<file path="src/rtl/lsts_pkg.sv">
// Shared types and constants for the loop-seam triangular smoother.
// Used by the front end, the job queue, the engine and the top level.
// No dependencies.
package lsts_pkg;

  localparam int HALF_LENGTH_DEF = 32;
  localparam int HALF_MAX        = 32;
  localparam int QUEUE_DEPTH_DEF = 4;

  localparam int DATA_W  = 16;
  localparam int POS_W   = 6;
  localparam int HW_W    = 5;   // half-width of the window, up to HALF_MAX-1
  localparam int K_W     = 6;   // tap counter, up to 2*(HALF_MAX-1)
  localparam int WT_W    = 6;   // tap weight, up to HALF_MAX
  localparam int DEN_W   = 11;  // (w+1)^2, up to HALF_MAX^2
  localparam int D_W     = 12;  // divisor 2*(w+1)^2
  localparam int N_W     = 28;  // biased dividend, below 2^16 * divisor
  localparam int ACC_W   = 27;  // signed weighted sum
  localparam int PROD_W  = 23;  // 16-bit sample times 7-bit signed weight
  localparam int STEP_W  = 4;   // divider step counter, one quotient bit a step

  typedef struct packed {
    logic [POS_W-1:0] pos;
    logic [HW_W-1:0]  half_w;
  } job_t;

  typedef struct packed {
    logic              en;
    logic [POS_W-1:0]  addr;
    logic [DATA_W-1:0] data;
  } mem_wr_t;

  typedef enum logic {
    FE_LOAD,
    FE_ISSUE
  } front_state_t;

  typedef enum logic [1:0] {
    ENG_IDLE,
    ENG_MAC,
    ENG_DRAIN,
    ENG_DIV
  } eng_state_t;

endpackage

</file>
<file path="src/rtl/lsts_queue.sv">
// Short job queue between the front end and the smoothing engine.
// Depends on lsts_pkg for the job type.
module lsts_queue #(
  parameter int DEPTH = lsts_pkg::QUEUE_DEPTH_DEF
) (
  input  logic           clk,
  input  logic           rst,
  input  logic           push,
  input  lsts_pkg::job_t push_data,
  output logic           full,
  input  logic           pop,
  output lsts_pkg::job_t pop_data,
  output logic           empty
);
  import lsts_pkg::*;

  localparam int PW = (DEPTH > 1) ? $clog2(DEPTH) : 1;
  localparam int CW = $clog2(DEPTH + 1);

  job_t          slots [DEPTH];
  logic [PW-1:0] wr_ptr;
  logic [PW-1:0] rd_ptr;
  logic [CW-1:0] count;

  assign full     = (count == CW'(DEPTH));
  assign empty    = (count == '0);
  assign pop_data = slots[rd_ptr];

  always_ff @(posedge clk) begin
    if (push && !full) begin
      slots[wr_ptr] <= push_data;
    end
  end

  always_ff @(posedge clk) begin
    if (rst) begin
      wr_ptr <= '0;
      rd_ptr <= '0;
      count  <= '0;
    end else begin
      if (push && !full) begin
        wr_ptr <= (wr_ptr == PW'(DEPTH - 1)) ? '0 : wr_ptr + 1'b1;
      end
      if (pop && !empty) begin
        rd_ptr <= (rd_ptr == PW'(DEPTH - 1)) ? '0 : rd_ptr + 1'b1;
      end
      case ({push && !full, pop && !empty})
        2'b10:   count <= count + 1'b1;
        2'b01:   count <= count - 1'b1;
        default: count <= count;
      endcase
    end
  end

endmodule

</file>
<file path="src/rtl/lsts_front.sv">
// Front end: takes samples into the window store and, once a window is
// complete, issues one smoothing job per position into the job queue.
// Depends on lsts_pkg.
module lsts_front #(
  parameter int HALF_LENGTH = lsts_pkg::HALF_LENGTH_DEF
) (
  input  logic                        clk,
  input  logic                        rst,
  input  logic                        start,
  input  logic                        busy,
  input  logic [lsts_pkg::DATA_W-1:0] sample_in,
  output lsts_pkg::mem_wr_t           wr,
  output logic                        push,
  output lsts_pkg::job_t              push_data,
  input  logic                        q_full,
  output logic                        issuing
);
  import lsts_pkg::*;

  localparam int TOTAL = 2 * HALF_LENGTH;
  localparam int AW    = $clog2(TOTAL);

  front_state_t  state;
  front_state_t  state_next;
  logic [AW-1:0] count;
  logic [AW-1:0] idx;
  logic [AW-1:0] mirror;
  logic          accept;

  assign accept  = start && !busy;
  assign issuing = (state == FE_ISSUE);
  assign mirror  = AW'(TOTAL - 1) - idx;

  assign wr.en   = accept;
  assign wr.addr = POS_W'(count);
  assign wr.data = sample_in;

  assign push_data.pos    = POS_W'(idx);
  assign push_data.half_w = HW_W'((idx < mirror) ? idx : mirror);

  always_ff @(posedge clk) begin
    if (rst) begin
      state <= FE_LOAD;
      count <= '0;
      idx   <= '0;
    end else begin
      state <= state_next;
      if (accept) begin
        count <= (count == AW'(TOTAL - 1)) ? '0 : count + 1'b1;
      end
      if (accept && count == AW'(TOTAL - 1)) begin
        idx <= '0;
      end else if (push) begin
        idx <= idx + 1'b1;
      end
    end
  end

  always_comb begin
    state_next = state;
    push       = 1'b0;
    unique case (state)
      FE_LOAD: begin
        if (accept && count == AW'(TOTAL - 1)) begin
          state_next = FE_ISSUE;
        end
      end
      FE_ISSUE: begin
        push = !q_full;
        if (!q_full && idx == AW'(TOTAL - 1)) begin
          state_next = FE_LOAD;
        end
      end
      default: state_next = FE_LOAD;
    endcase
  end

endmodule

</file>
<file path="src/rtl/lsts_engine.sv">
// Smoothing engine: holds the window store, runs the triangular-weighted
// sum for one job through a shared multiplier, then a bit-serial divider.
// Depends on lsts_pkg.
module lsts_engine #(
  parameter int HALF_LENGTH = lsts_pkg::HALF_LENGTH_DEF
) (
  input  logic                        clk,
  input  logic                        rst,
  input  lsts_pkg::mem_wr_t           wr,
  input  logic                        job_valid,
  input  lsts_pkg::job_t              job,
  output logic                        pop,
  output logic                        active,
  output logic                        strobe,
  output logic [lsts_pkg::DATA_W-1:0] sample_out,
  output logic [lsts_pkg::POS_W-1:0]  position,
  output logic                        last_of_block
);
  import lsts_pkg::*;

  localparam int TOTAL = 2 * HALF_LENGTH;
  localparam int AW    = $clog2(TOTAL);

  logic [DATA_W-1:0] mem [TOTAL];

  eng_state_t               state;
  eng_state_t               state_next;
  logic [AW-1:0]            pos;
  logic [HW_W-1:0]          w;
  logic [K_W-1:0]           k;
  logic [DEN_W-1:0]         den;
  logic signed [ACC_W-1:0]  acc;
  logic                     rd_vld;
  logic [WT_W-1:0]          wt1;
  logic signed [DATA_W-1:0] rdata;
  logic                     prod_vld;
  logic signed [PROD_W-1:0] prod;
  logic [D_W-1:0]           rem;
  logic [DATA_W-1:0]        nlow;
  logic [DATA_W-1:0]        quo;
  logic [STEP_W-1:0]        step;

  logic                     issue;
  logic                     div_load;
  logic                     div_run;
  logic                     emit;
  logic                     mac_last;
  logic [AW-1:0]            rd_addr;
  logic [WT_W-1:0]          weight;
  logic [DEN_W-1:0]         den_calc;
  logic [N_W+1:0]           num_full;
  logic [N_W-1:0]           num;
  logic [D_W-1:0]           dvs;
  logic [D_W:0]             rem_sh;
  logic                     ge;
  logic [D_W-1:0]           rem_next;
  logic [DATA_W-1:0]        quo_fin;

  assign active   = (state != ENG_IDLE);
  assign mac_last = (k == {w, 1'b0});
  assign rd_addr  = AW'(7'(pos) + 7'(k) - 7'(w));
  assign weight   = (k <= K_W'(w)) ? WT_W'(k + 1'b1)
                                   : WT_W'(7'({w, 1'b1}) - 7'(k));
  assign den_calc = DEN_W'((12'(job.half_w) + 12'd1) * (12'(job.half_w) + 12'd1));

  // Dividend biased by 2^15 divisors so that the floor quotient is never
  // negative; flipping the top quotient bit removes the bias again.
  assign num_full = {{(N_W + 1 - ACC_W){acc[ACC_W-1]}}, acc, 1'b0}
                  + (N_W + 2)'(den) + ((N_W + 2)'(den) << 16);
  assign num      = num_full[N_W-1:0];

  assign dvs      = {den, 1'b0};
  assign rem_sh   = {rem, nlow[DATA_W-1]};
  assign ge       = (rem_sh >= {1'b0, dvs});
  assign rem_next = ge ? D_W'(rem_sh - {1'b0, dvs}) : D_W'(rem_sh);
  assign quo_fin  = {quo[DATA_W-2:0], ge};

  always_ff @(posedge clk) begin
    if (wr.en) begin
      mem[wr.addr[AW-1:0]] <= wr.data;
    end
    rdata <= signed'(mem[rd_addr]);
  end

  always_ff @(posedge clk) begin
    if (rst) begin
      state    <= ENG_IDLE;
      rd_vld   <= 1'b0;
      prod_vld <= 1'b0;
      strobe   <= 1'b0;
    end else begin
      state    <= state_next;
      rd_vld   <= issue;
      prod_vld <= rd_vld;
      strobe   <= emit;
    end
  end

  always_ff @(posedge clk) begin
    wt1  <= weight;
    prod <= rdata * signed'({1'b0, wt1});
    if (pop) begin
      pos <= job.pos[AW-1:0];
      w   <= job.half_w;
      k   <= '0;
      den <= den_calc;
      acc <= '0;
    end else begin
      if (issue) begin
        k <= k + 1'b1;
      end
      if (prod_vld) begin
        acc <= acc + ACC_W'(prod);
      end
    end
    if (div_load) begin
      rem  <= num[N_W-1:DATA_W];
      nlow <= num[DATA_W-1:0];
      step <= '0;
    end else if (div_run) begin
      rem  <= rem_next;
      nlow <= {nlow[DATA_W-2:0], 1'b0};
      quo  <= quo_fin;
      step <= step + 1'b1;
    end
    if (emit) begin
      sample_out    <= {~quo_fin[DATA_W-1], quo_fin[DATA_W-2:0]};
      position      <= POS_W'(pos);
      last_of_block <= (pos == AW'(TOTAL - 1));
    end
  end

  always_comb begin
    state_next = state;
    pop        = 1'b0;
    issue      = 1'b0;
    div_load   = 1'b0;
    div_run    = 1'b0;
    emit       = 1'b0;
    unique case (state)
      ENG_IDLE: begin
        if (job_valid) begin
          pop        = 1'b1;
          state_next = ENG_MAC;
        end
      end
      ENG_MAC: begin
        issue = 1'b1;
        if (mac_last) begin
          state_next = ENG_DRAIN;
        end
      end
      ENG_DRAIN: begin
        if (!rd_vld && !prod_vld) begin
          div_load   = 1'b1;
          state_next = ENG_DIV;
        end
      end
      ENG_DIV: begin
        div_run = 1'b1;
        if (step == '1) begin
          emit       = 1'b1;
          state_next = ENG_IDLE;
        end
      end
      default: state_next = ENG_IDLE;
    endcase
  end

endmodule

</file>
<file path="src/rtl/loop_seam_triangular_smoother.sv">
// Top level of the loop-seam triangular smoother.
// Depends on lsts_pkg, lsts_front, lsts_queue and lsts_engine.

// Samples are taken one per cycle while busy is low, 2*HALF_LENGTH to a window
// (clip head, then clip tail). The transaction that completes the window raises
// busy; the block then emits 2*HALF_LENGTH results in position order, one strobe
// cycle each, and the receiver must take each result in the cycle it appears.
// Each result at half-width w is a multiply-accumulate over 2w+1 taps on the
// single shared multiplier, a drain of the read and multiply pipeline, and the
// one-bit-a-step divider that forms the 16-bit quotient. Busy falls in the
// cycle the last result is strobed.
module loop_seam_triangular_smoother #(
  parameter int HALF_LENGTH = lsts_pkg::HALF_LENGTH_DEF,
  parameter int QUEUE_DEPTH = lsts_pkg::QUEUE_DEPTH_DEF
) (
  input  logic                        clk,
  input  logic                        rst,
  input  logic                        start,
  output logic                        busy,
  input  logic [lsts_pkg::DATA_W-1:0] sample_in,
  output logic                        strobe,
  output logic [lsts_pkg::DATA_W-1:0] sample_out,
  output logic [lsts_pkg::POS_W-1:0]  position,
  output logic                        last_of_block
);
  import lsts_pkg::*;

  mem_wr_t wr;
  job_t    q_in;
  job_t    q_out;
  logic    q_push;
  logic    q_full;
  logic    q_pop;
  logic    q_empty;
  logic    issuing;
  logic    eng_active;

  assign busy = issuing || !q_empty || eng_active;

  lsts_front #(
    .HALF_LENGTH(HALF_LENGTH)
  ) u_front (
    .clk       (clk),
    .rst       (rst),
    .start     (start),
    .busy      (busy),
    .sample_in (sample_in),
    .wr        (wr),
    .push      (q_push),
    .push_data (q_in),
    .q_full    (q_full),
    .issuing   (issuing)
  );

  lsts_queue #(
    .DEPTH(QUEUE_DEPTH)
  ) u_queue (
    .clk       (clk),
    .rst       (rst),
    .push      (q_push),
    .push_data (q_in),
    .full      (q_full),
    .pop       (q_pop),
    .pop_data  (q_out),
    .empty     (q_empty)
  );

  lsts_engine #(
    .HALF_LENGTH(HALF_LENGTH)
  ) u_engine (
    .clk           (clk),
    .rst           (rst),
    .wr            (wr),
    .job_valid     (!q_empty),
    .job           (q_out),
    .pop           (q_pop),
    .active        (eng_active),
    .strobe        (strobe),
    .sample_out    (sample_out),
    .position      (position),
    .last_of_block (last_of_block)
  );

`ifndef ASSERT_OFF
  a_no_push_when_full: assert property (@(posedge clk) disable iff (rst)
    !(q_push && q_full))
    else $error("job pushed into a full queue");

  a_no_pop_when_empty: assert property (@(posedge clk) disable iff (rst)
    q_pop |-> !q_empty)
    else $error("engine took a job from an empty queue");

  a_busy_mid_block: assert property (@(posedge clk) disable iff (rst)
    (strobe && !last_of_block) |-> busy)
    else $error("block went idle before the last result of the window");

  a_no_load_while_issuing: assert property (@(posedge clk) disable iff (rst)
    wr.en |-> !issuing && !eng_active)
    else $error("window store written while jobs are in flight");
`endif

endmodule
</file>
<file path="config.mk">
export PLATFORM = sky130hd
export DESIGN_NAME = loop_seam_triangular_smoother
export DESIGN_NICKNAME = d
export VERILOG_FILES = /design/src/rtl/lsts_pkg.sv /design/src/rtl/lsts_queue.sv /design/src/rtl/lsts_front.sv /design/src/rtl/lsts_engine.sv /design/src/rtl/loop_seam_triangular_smoother.sv
export SDC_FILE = /design/constraint.sdc
export NUM_CORES = 1
export LEC_CHECK = 0
export BUFFER_PORTS_ARGS = -buffer_cell sky130_fd_sc_hd__buf_4
export CAP_MARGIN = 5
export CORE_MARGIN = 1.5
export CORE_UTILIZATION = 57
export DETAILED_ROUTE_END_ITERATION = 16
export PLACE_DENSITY = 0.86
export RECOVER_POWER = 50
export SYNTH_ARGS = -nofsm -noshare
export SYNTH_HDL_FRONTEND = slang
export SYNTH_HIERARCHICAL = 1
export SYNTH_SLANG_ARGS = --single-unit
</file>
<file path="constraint.sdc">
create_clock -name clk -period 4.89 [get_ports clk]
set_input_delay 0.489 -clock clk [delete_from_list [all_inputs] [get_ports clk]]
set_output_delay 0.489 -clock clk [all_outputs]
set_load 0.02 [all_outputs]
</file>
==> qor.csv, run 1 <==
metric;value;unit
outcome;finished with violations;
failing checks;max-capacitance violations, max-slew violations;
die height;313;µm
DRT iter0 DRCs;3263;
Static Leak;0.0214;µW
drt drc;0;
final worst slack;0.138;ns
# IOs;44;
Filler cells;6051;
Core Area;0.0952;mm²
Mapped Cells;3047;
Netlist cell types;76;
DP HPWL;77700;µm
drt pass-1 iters;5;
area delta synth->final;11.7;%
Peak Freq;0.210;GHz
DIE WIDTH;313;µm
gr ovfl total;0;
Via density;6.44;
Sink Count;1264;
cells along the critical path;mux4_2 -> buf_4 -> and3_1 -> xnor2_2 -> inv_1 -> nand2_1 -> fa_2 -> fa_1 -> inv_1 -> fa_1 -> ha_2 -> a31oi_4 -> o21bai_1 -> a21o_1 -> a21o_1 -> a21oi_1 -> xnor2_1;
Post-synth ARST share;0;%
via count;29500;
site row count;113;
Non-Filler Instances;4578;
Worst Path Arrival;5.20;ns
worst relative slew slack;-107;%
pwr/cell area;738;mW/mm²
die area;0.0982;mm²
drt wl/cell;29.4;µm
Flop pwr share;28.6;%
final wirelength;135000;µm
Clock Power Share;20.0;%
grt met1 use;34.5;%
combinational power share;51.4;%
Slowest-stage cell, CP;mux4_2;
initial antenna violation count;10;
CP peak stage delay;0.56;ns
Setup CP Type;reg -> reg;
Syn Nets;3297;
Skew-Pair Late Insertion Delay;0.75;ns
critical path startpoint category;flop;
Switch Pwr;17300;µW
setup violators final;0;
Seq/Total Area, Yosys;67.1;%
Hold Violations, Final;0;
Final Util;64.4;%
vias in the first global route;30500;
gr busiest metal;met2;
largest net degree at the start of global routing;69;
max-slew violations;1040;
worst slew pin tran;3.10;ns
Tcrit/Tclk final;97.2;%
Post-synth EDFFs;1155;
Synth Flop Type;edfxtp_1;
grt met2 use;47.1;%
CTS buffer count;118;
Max clock buf depth;3;
Placed Cells;4360;
sw frac;38.2;%
Port-buffer cells;43;
global-route wire length before repair;200000;µm
most frequent cells in the layout;edfxtp_1, mux4_2, inv_1, nor2_1, ha_1;
Clock Pin Slew Worst Setup and Hold Paths;0.07;ns
post-synthesis register bit count;1264;
syn_area_per_cell;18.0;µm²
most common cell after layout, fill and taps aside;edfxtp_1;
synthesized cell area;0.0549;mm²
Synth Warn #;6;
Starting Density;57.7;%
CTS Root Cell;clkbuf_16;
capturing element type of the critical path;flop;
routability cong.;0.869;
worst hold path type;in -> reg;
crit path time final;4.75;ns
M3 GR Usage;5.96;%
H-tree Lvls;3;
VDD IR-drop max;0.000732;V
GRT Total Usage;27.9;%
Antenna Nets Post-Route;0;
Max-Cap Viols;16;
final net count;3465;
Required @ worst endpoint;5.34;ns
clock skew;0.104;ns
CP Max Fanout;4;
Fin Setup TNS;0;ns
CTS tree;built;
ratio of cells with drive above 1 in the final layout;21.4;%
internal cell power;28000;µW
RSZ-0062 raised after global routing;true;
pre-CTS setup slack;0.0295;ns
[routing by layer]
layer	vias up	wire (µm)
met5	-	109
met2	1755	67500
met3	446	12200
met4	14	7760
met1	15100	47000
li1	12200	-
[worst paths after layout]
path	cells past startpoint	start	end	slack, ns
hold reg to reg	0	u_engine/quo[5]	u_engine/quo[6]	0.45
setup reg to reg	17	flop	u_engine/den[10]	0.14
hold / removal	2	rst	u_front/count[1]	0.16
setup / recovery	17	flop	u_engine/den[10]	0.14
[per-stage QoR]
stage,cell area (µm²),hold slack [ns],power [µW]
after floorplan,54900,0.405,29000
after global placement,57500,0.423,35100
after detailed placement,57500,0.438,35700
after CTS,61300,0.128,45000
after global routing,61300,0.133,47500
final,61300,0.162,45200
[cell families after synthesis]
group                    count (synthesis)  share of synthesized area [%]
AO/OA/AOI/OAI                          257                           2.99
XOR/XNOR                               104                           1.66
adder cells (fa/ha/maj)                231                           6.40
buffers and inverters                  303                           2.31
flip-flops                            1264                           67.1
multiplexers                           387                           15.0
other                                    2                         0.0137
AND/OR/NAND/NOR                        499                           4.52
[area by class of cell]
type                       count  area, µm²  area share, %
antenna                        3       7.51         0.0122
multi-input combinational   1480      16900           27.5
clock buffer                 147       3130           5.11
clock inverter                68        669           1.09
tap                         1265       1580           2.58
sequential                  1264      36900           60.1
inverter                     174        653           1.07
timing repair buffer         177       1530           2.49
[synth_stat cells (38+ instances only)]
cell	number	share of area [%]
a21oi_1	78	0.71
o21ai_0	55	0.50
edfxtp_1	1155	63
fa_1	83	3.0
dfxtp_1	109	4.0
inv_1	174	1.2
ha_1	148	3.4
a21o_1	38	0.52
xor2_1	44	0.70
and2_1	88	1.0
mux2i_1	38	0.69
nand2_1	101	0.69
clkbuf_1	69	0.47
nor2_1	155	1.1
xnor2_1	60	0.96
mux4_2	347	14
[worst max-delay path, delay by kind of cell (launching register included)]
kind            cells  cell delay [ns]
mux                 1             0.56
fa+ha+maj           4             1.86
buf+inv             3             0.30
xor+xnor            2             0.25
flops               1             0.37
compound gates      5             0.82
simple gates        2             0.30
[sequential cells by signal, indices dropped and copies added, names as in the netlist, 12 cells and up, named ones only]
name                 count
u_engine/mem          1024
u_queue/slots           44
u_engine/acc            27
u_engine/prod           23
u_engine/nlow           16
u_engine/rdata          16
u_engine/sample_out     16
u_engine/quo            15
u_engine/rem            12
[repair_timing]
action,in CTS,in global routing
hold buffers,0,0
setup buffers,0,0
resized for setup,2,9
pin swaps,0,2
setup endpoints to repair,1,6
[power by group through the flow]
stage               Sequential, µW  Clock, µW  Combinational [µW]
floorplan                    12900          0               16200
global placement             13100          0               22000
detailed placement           13100          0               22600
CTS                          12900       9140               23000
global route                 13000       9510               25000
finish                       12900       9030               23300
(Power assumes the default switching activity.)
==> inputs of run 2 (changes only) <==
Settings changed: ABC_CLOCK_PERIOD_IN_PS set to 4890, BUFFER_PORTS_ARGS -buffer_cell sky130_fd_sc_hd__buf_4 to -buffer_cell sky130_fd_sc_hd__buf_2, CORE_UTILIZATION 57 to 55, PLACE_DENSITY 0.86 to 0.83.
==> run 2 against run 1 <==
Compared with the run above:
- highest routed layer unchanged
- worst hold slack gained 0.10 ns
- first-iteration DRC count grew 0.95%
- fmax increased by 0.38%
- global-route usage down 1.7 points
- the flow still finishes with violations (max-capacitance violations, max-slew violations)
- clock-buffer cell count shrank 4
==> qor.csv, run 2 (synthesis gave the netlist of run 1 again) <==
metric;value;unit;change
Slowest-stage cell, CP;mux4_2;;unchanged
Static Leak;0.0213;µW;was 0.0214 µW
delay-heaviest family, CP;adder cells;;unchanged
drt pass-1 iters;6;;was 5
internal cell power;28200;µW;was 28000 µW
VDD IR-drop max;0.000688;V;was 0.000732 V
# IOs;44;;unchanged
most common cell after layout, fill and taps aside;edfxtp_1;;unchanged
Core Area;0.0987;mm²;was 0.0952 mm²
die area;0.102;mm²;was 0.0982 mm²
min-delay src;rst;;unchanged
vias in the first global route;30000;;was 30.5k
Sink Count;1264;;unchanged
CTS Root Cell;clkbuf_16;;unchanged
Skew-Pair Late Insertion Delay;0.74;ns;was 0.75 ns
CP peak stage delay;0.58;ns;was 0.56 ns
Max-Cap Viols;18;;was 16
Reg2Reg Setup Slack;0.16;ns;was 0.14 ns
outcome;finished with violations;;unchanged
most frequent cells in the layout;edfxtp_1, mux4_2, inv_1, nor2_1, ha_1;;unchanged
routability cong.;0.852;;was 0.869
worst hold path type;in -> reg;;unchanged
gr ovfl total;0;;unchanged
grt met2 use;44.7;%;was 47.1%
Setup CP Type;reg -> reg;;unchanged
largest net degree at the start of global routing;65;;was 69
CP Max Fanout;5;;was 4
reg-to-reg endpoint;u_engine/den[10];;unchanged
setup violators final;0;;unchanged
number of flip-flops in the largest register;1024;;unchanged
path depth of the worst reg2reg path;16;;was 17
cells along the critical path;mux4_2 -> ha_1 -> nand3_1 -> xor2_1 -> or2_2 -> fa_2 -> fa_1 -> inv_1 -> fa_1 -> ha_4 -> a31oi_4 -> o21bai_1 -> a21o_1 -> a21o_1 -> a21oi_1 -> xnor2_1;;was mux4_2 -> buf_4 -> and3_1 -> xnor2_2 -> inv_1 -> nand2_1 -> fa_2 -> fa_1 -> inv_1 -> fa_1 -> ha_2 -> a31oi_4 -> o21bai_1 -> a21o_1 -> a21o_1 -> a21oi_1 -> xnor2_1
pre-CTS setup slack;-0.162;ns;was 0.0295 ns
Hold Violations, Final;0;;unchanged
grt met1 use;31.9;%;was 34.5%
crit path time final;4.73;ns;was 4.75 ns
total power;45400;µW;was 45200 µW
Clock Power Share;20.8;%;was 20.0%
Starting Density;55.6;%;was 57.7%
worst slew pin tran;3.29;ns;was 3.10 ns
final wirelength;132000;µm;was 135000 µm
capturing element type of the critical path;flop;;unchanged
die height;319;µm;was 313 µm
pwr/cell area;741;mW/mm²;was 738 mW/mm²
Switch Pwr;17200;µW;was 17300 µW
Peak Freq;0.211;GHz;was 0.210 GHz
via count;29200;;was 29.5k
Via density;6.35;;was 6.44
drt wl/cell;28.7;µm;was 29.4 µm
final net count;3452;;was 3465
WHS Path Cells;2;;unchanged
CP bufs+invs;1;;was 3
max-slew violations;1107;;was 1040
Clock Pin Slew Worst Setup and Hold Paths;0.06;ns;was 0.07 ns
placed cell area;0.0573;mm²;was 0.0575 mm²
final worst slack;0.156;ns;was 0.138 ns
Worst Hold Endpoint;u_queue/count[0];;was u_front/count[1]
critical path startpoint category;flop;;unchanged
M3 GR Usage;5.80;%;was 5.96%
sw frac;37.9;%;was 38.2%
initial antenna violation count;10;;unchanged
GRT Total Usage;26.2;%;was 27.9%
area delta synth->final;11.5;%;was 11.7%
critical path depth;16;;was 17
failing checks;max-capacitance violations, max-slew violations;;unchanged
DP HPWL;74500;µm;was 77700 µm
drt drc;0;;unchanged
Tcrit/Tclk final;96.8;%;was 97.2%
CTS buffer count;118;;unchanged
Required @ worst endpoint;5.34;ns;about the same
DIE WIDTH;319;µm;was 313 µm
site row count;115;;was 113
Flop pwr share;28.4;%;was 28.6%
ratio of cells with drive above 1 in the final layout;20.5;%;was 21.4%
Port-buffer cells;43;;unchanged
gr busiest metal;met2;;unchanged
clock skew;0.0759;ns;was 0.104 ns
Worst Path Arrival;5.18;ns;was 5.20 ns
DRT iter0 DRCs;3294;;was 3263
CTS tree;built;;unchanged
combinational power share;50.7;%;was 51.4%
global-route wire length before repair;195000;µm;was 200000 µm
worst relative slew slack;-120;%;was -107%
Antenna Nets Post-Route;0;;unchanged
H-tree Lvls;3;;unchanged
design area;0.0612;mm²;was 0.0613 mm²
Max clock buf depth;3;;unchanged
==> run 2: worst register-to-register path, delay by kind of cell (launching register included) <==
family / cells / cell delay (ns)
muxes: 1 / 0.58
xor gates and xnor gates: 2 / 0.19
AOI/OAI and AO/OA: 5 / 0.80
buffers and inverters: 1 / 0.05
adders and majority gates: 5 / 2.04
and+or+nand+nor: 2 / 0.42
DFF: 1 / 0.39
==> run 2: power by group through the flow <==
stage	registers, µW	clock network (µW)	logic [µW]
after floorplan	12900	0	16200
after global placement	13100	0	21900
after detailed placement	13100	0	22400
after CTS	12900	9570	22800
after global routing	12900	9920	24800
final	12900	9460	23000
==> run 2: how the worst max path moves through the flow <==
stage               slack (ns)           endpoint            start
floorplan                 0.02   u_engine/den[10]             flop
global placement          0.02   u_engine/den[10]             flop
detailed placement       -0.16   u_engine/den[10]             flop
CTS                       0.02   u_engine/den[10]             flop
global route            -0.005  u_engine/prod[22]  u_engine/wt1[1]
finish                    0.16   u_engine/den[10]             flop
==> run 2: repair_timing <==
| item | in CTS | in global routing |
|---|---|---|
| resized for setup | 3 | 9 |
| hold buffers | 0 | 0 |
| setup buffers | 2 | 0 |
| endpoints found under the hold margin | 0 | 0 |
| setup endpoints to repair | 1 | 4 |
==> run 2: routing by layer <==
metal	up-vias	routed length, µm
met1	14900	46300
met3	455	12000
met2	1653	66400
met5	-	83
li1	12200	-
met4	14	7060
==> run 2: stage by stage <==
stage / hold slack (ns) / setup TNS, ns / cells / utilization [%]
after floorplan: 0.405 / 0 / 3047 / -
after CTS: 0.222 / 0 / 4587 / 62.1
after global routing: 0.262 / -0.00538 / 4587 / 62.0
after global placement: 0.425 / 0 / 4367 / 58.0
final: 0.265 / 0 / 4592 / 62.0
after detailed placement: 0.435 / -0.162 / 4367 / 58.0
==> run 2: final cells by class <==
| class | count | area (µm²) |
|---|---|---|
| timing repair buffer | 164 | 1240 |
| inverter | 174 | 653 |
| sequential | 1264 | 36900 |
| clock buffer | 143 | 3120 |
| fill | 6613 | 37500 |
| multi-input combinational | 1480 | 16900 |
| tap | 1287 | 1610 |
| clock inverter | 75 | 858 |
| antenna | 5 | 12.5 |
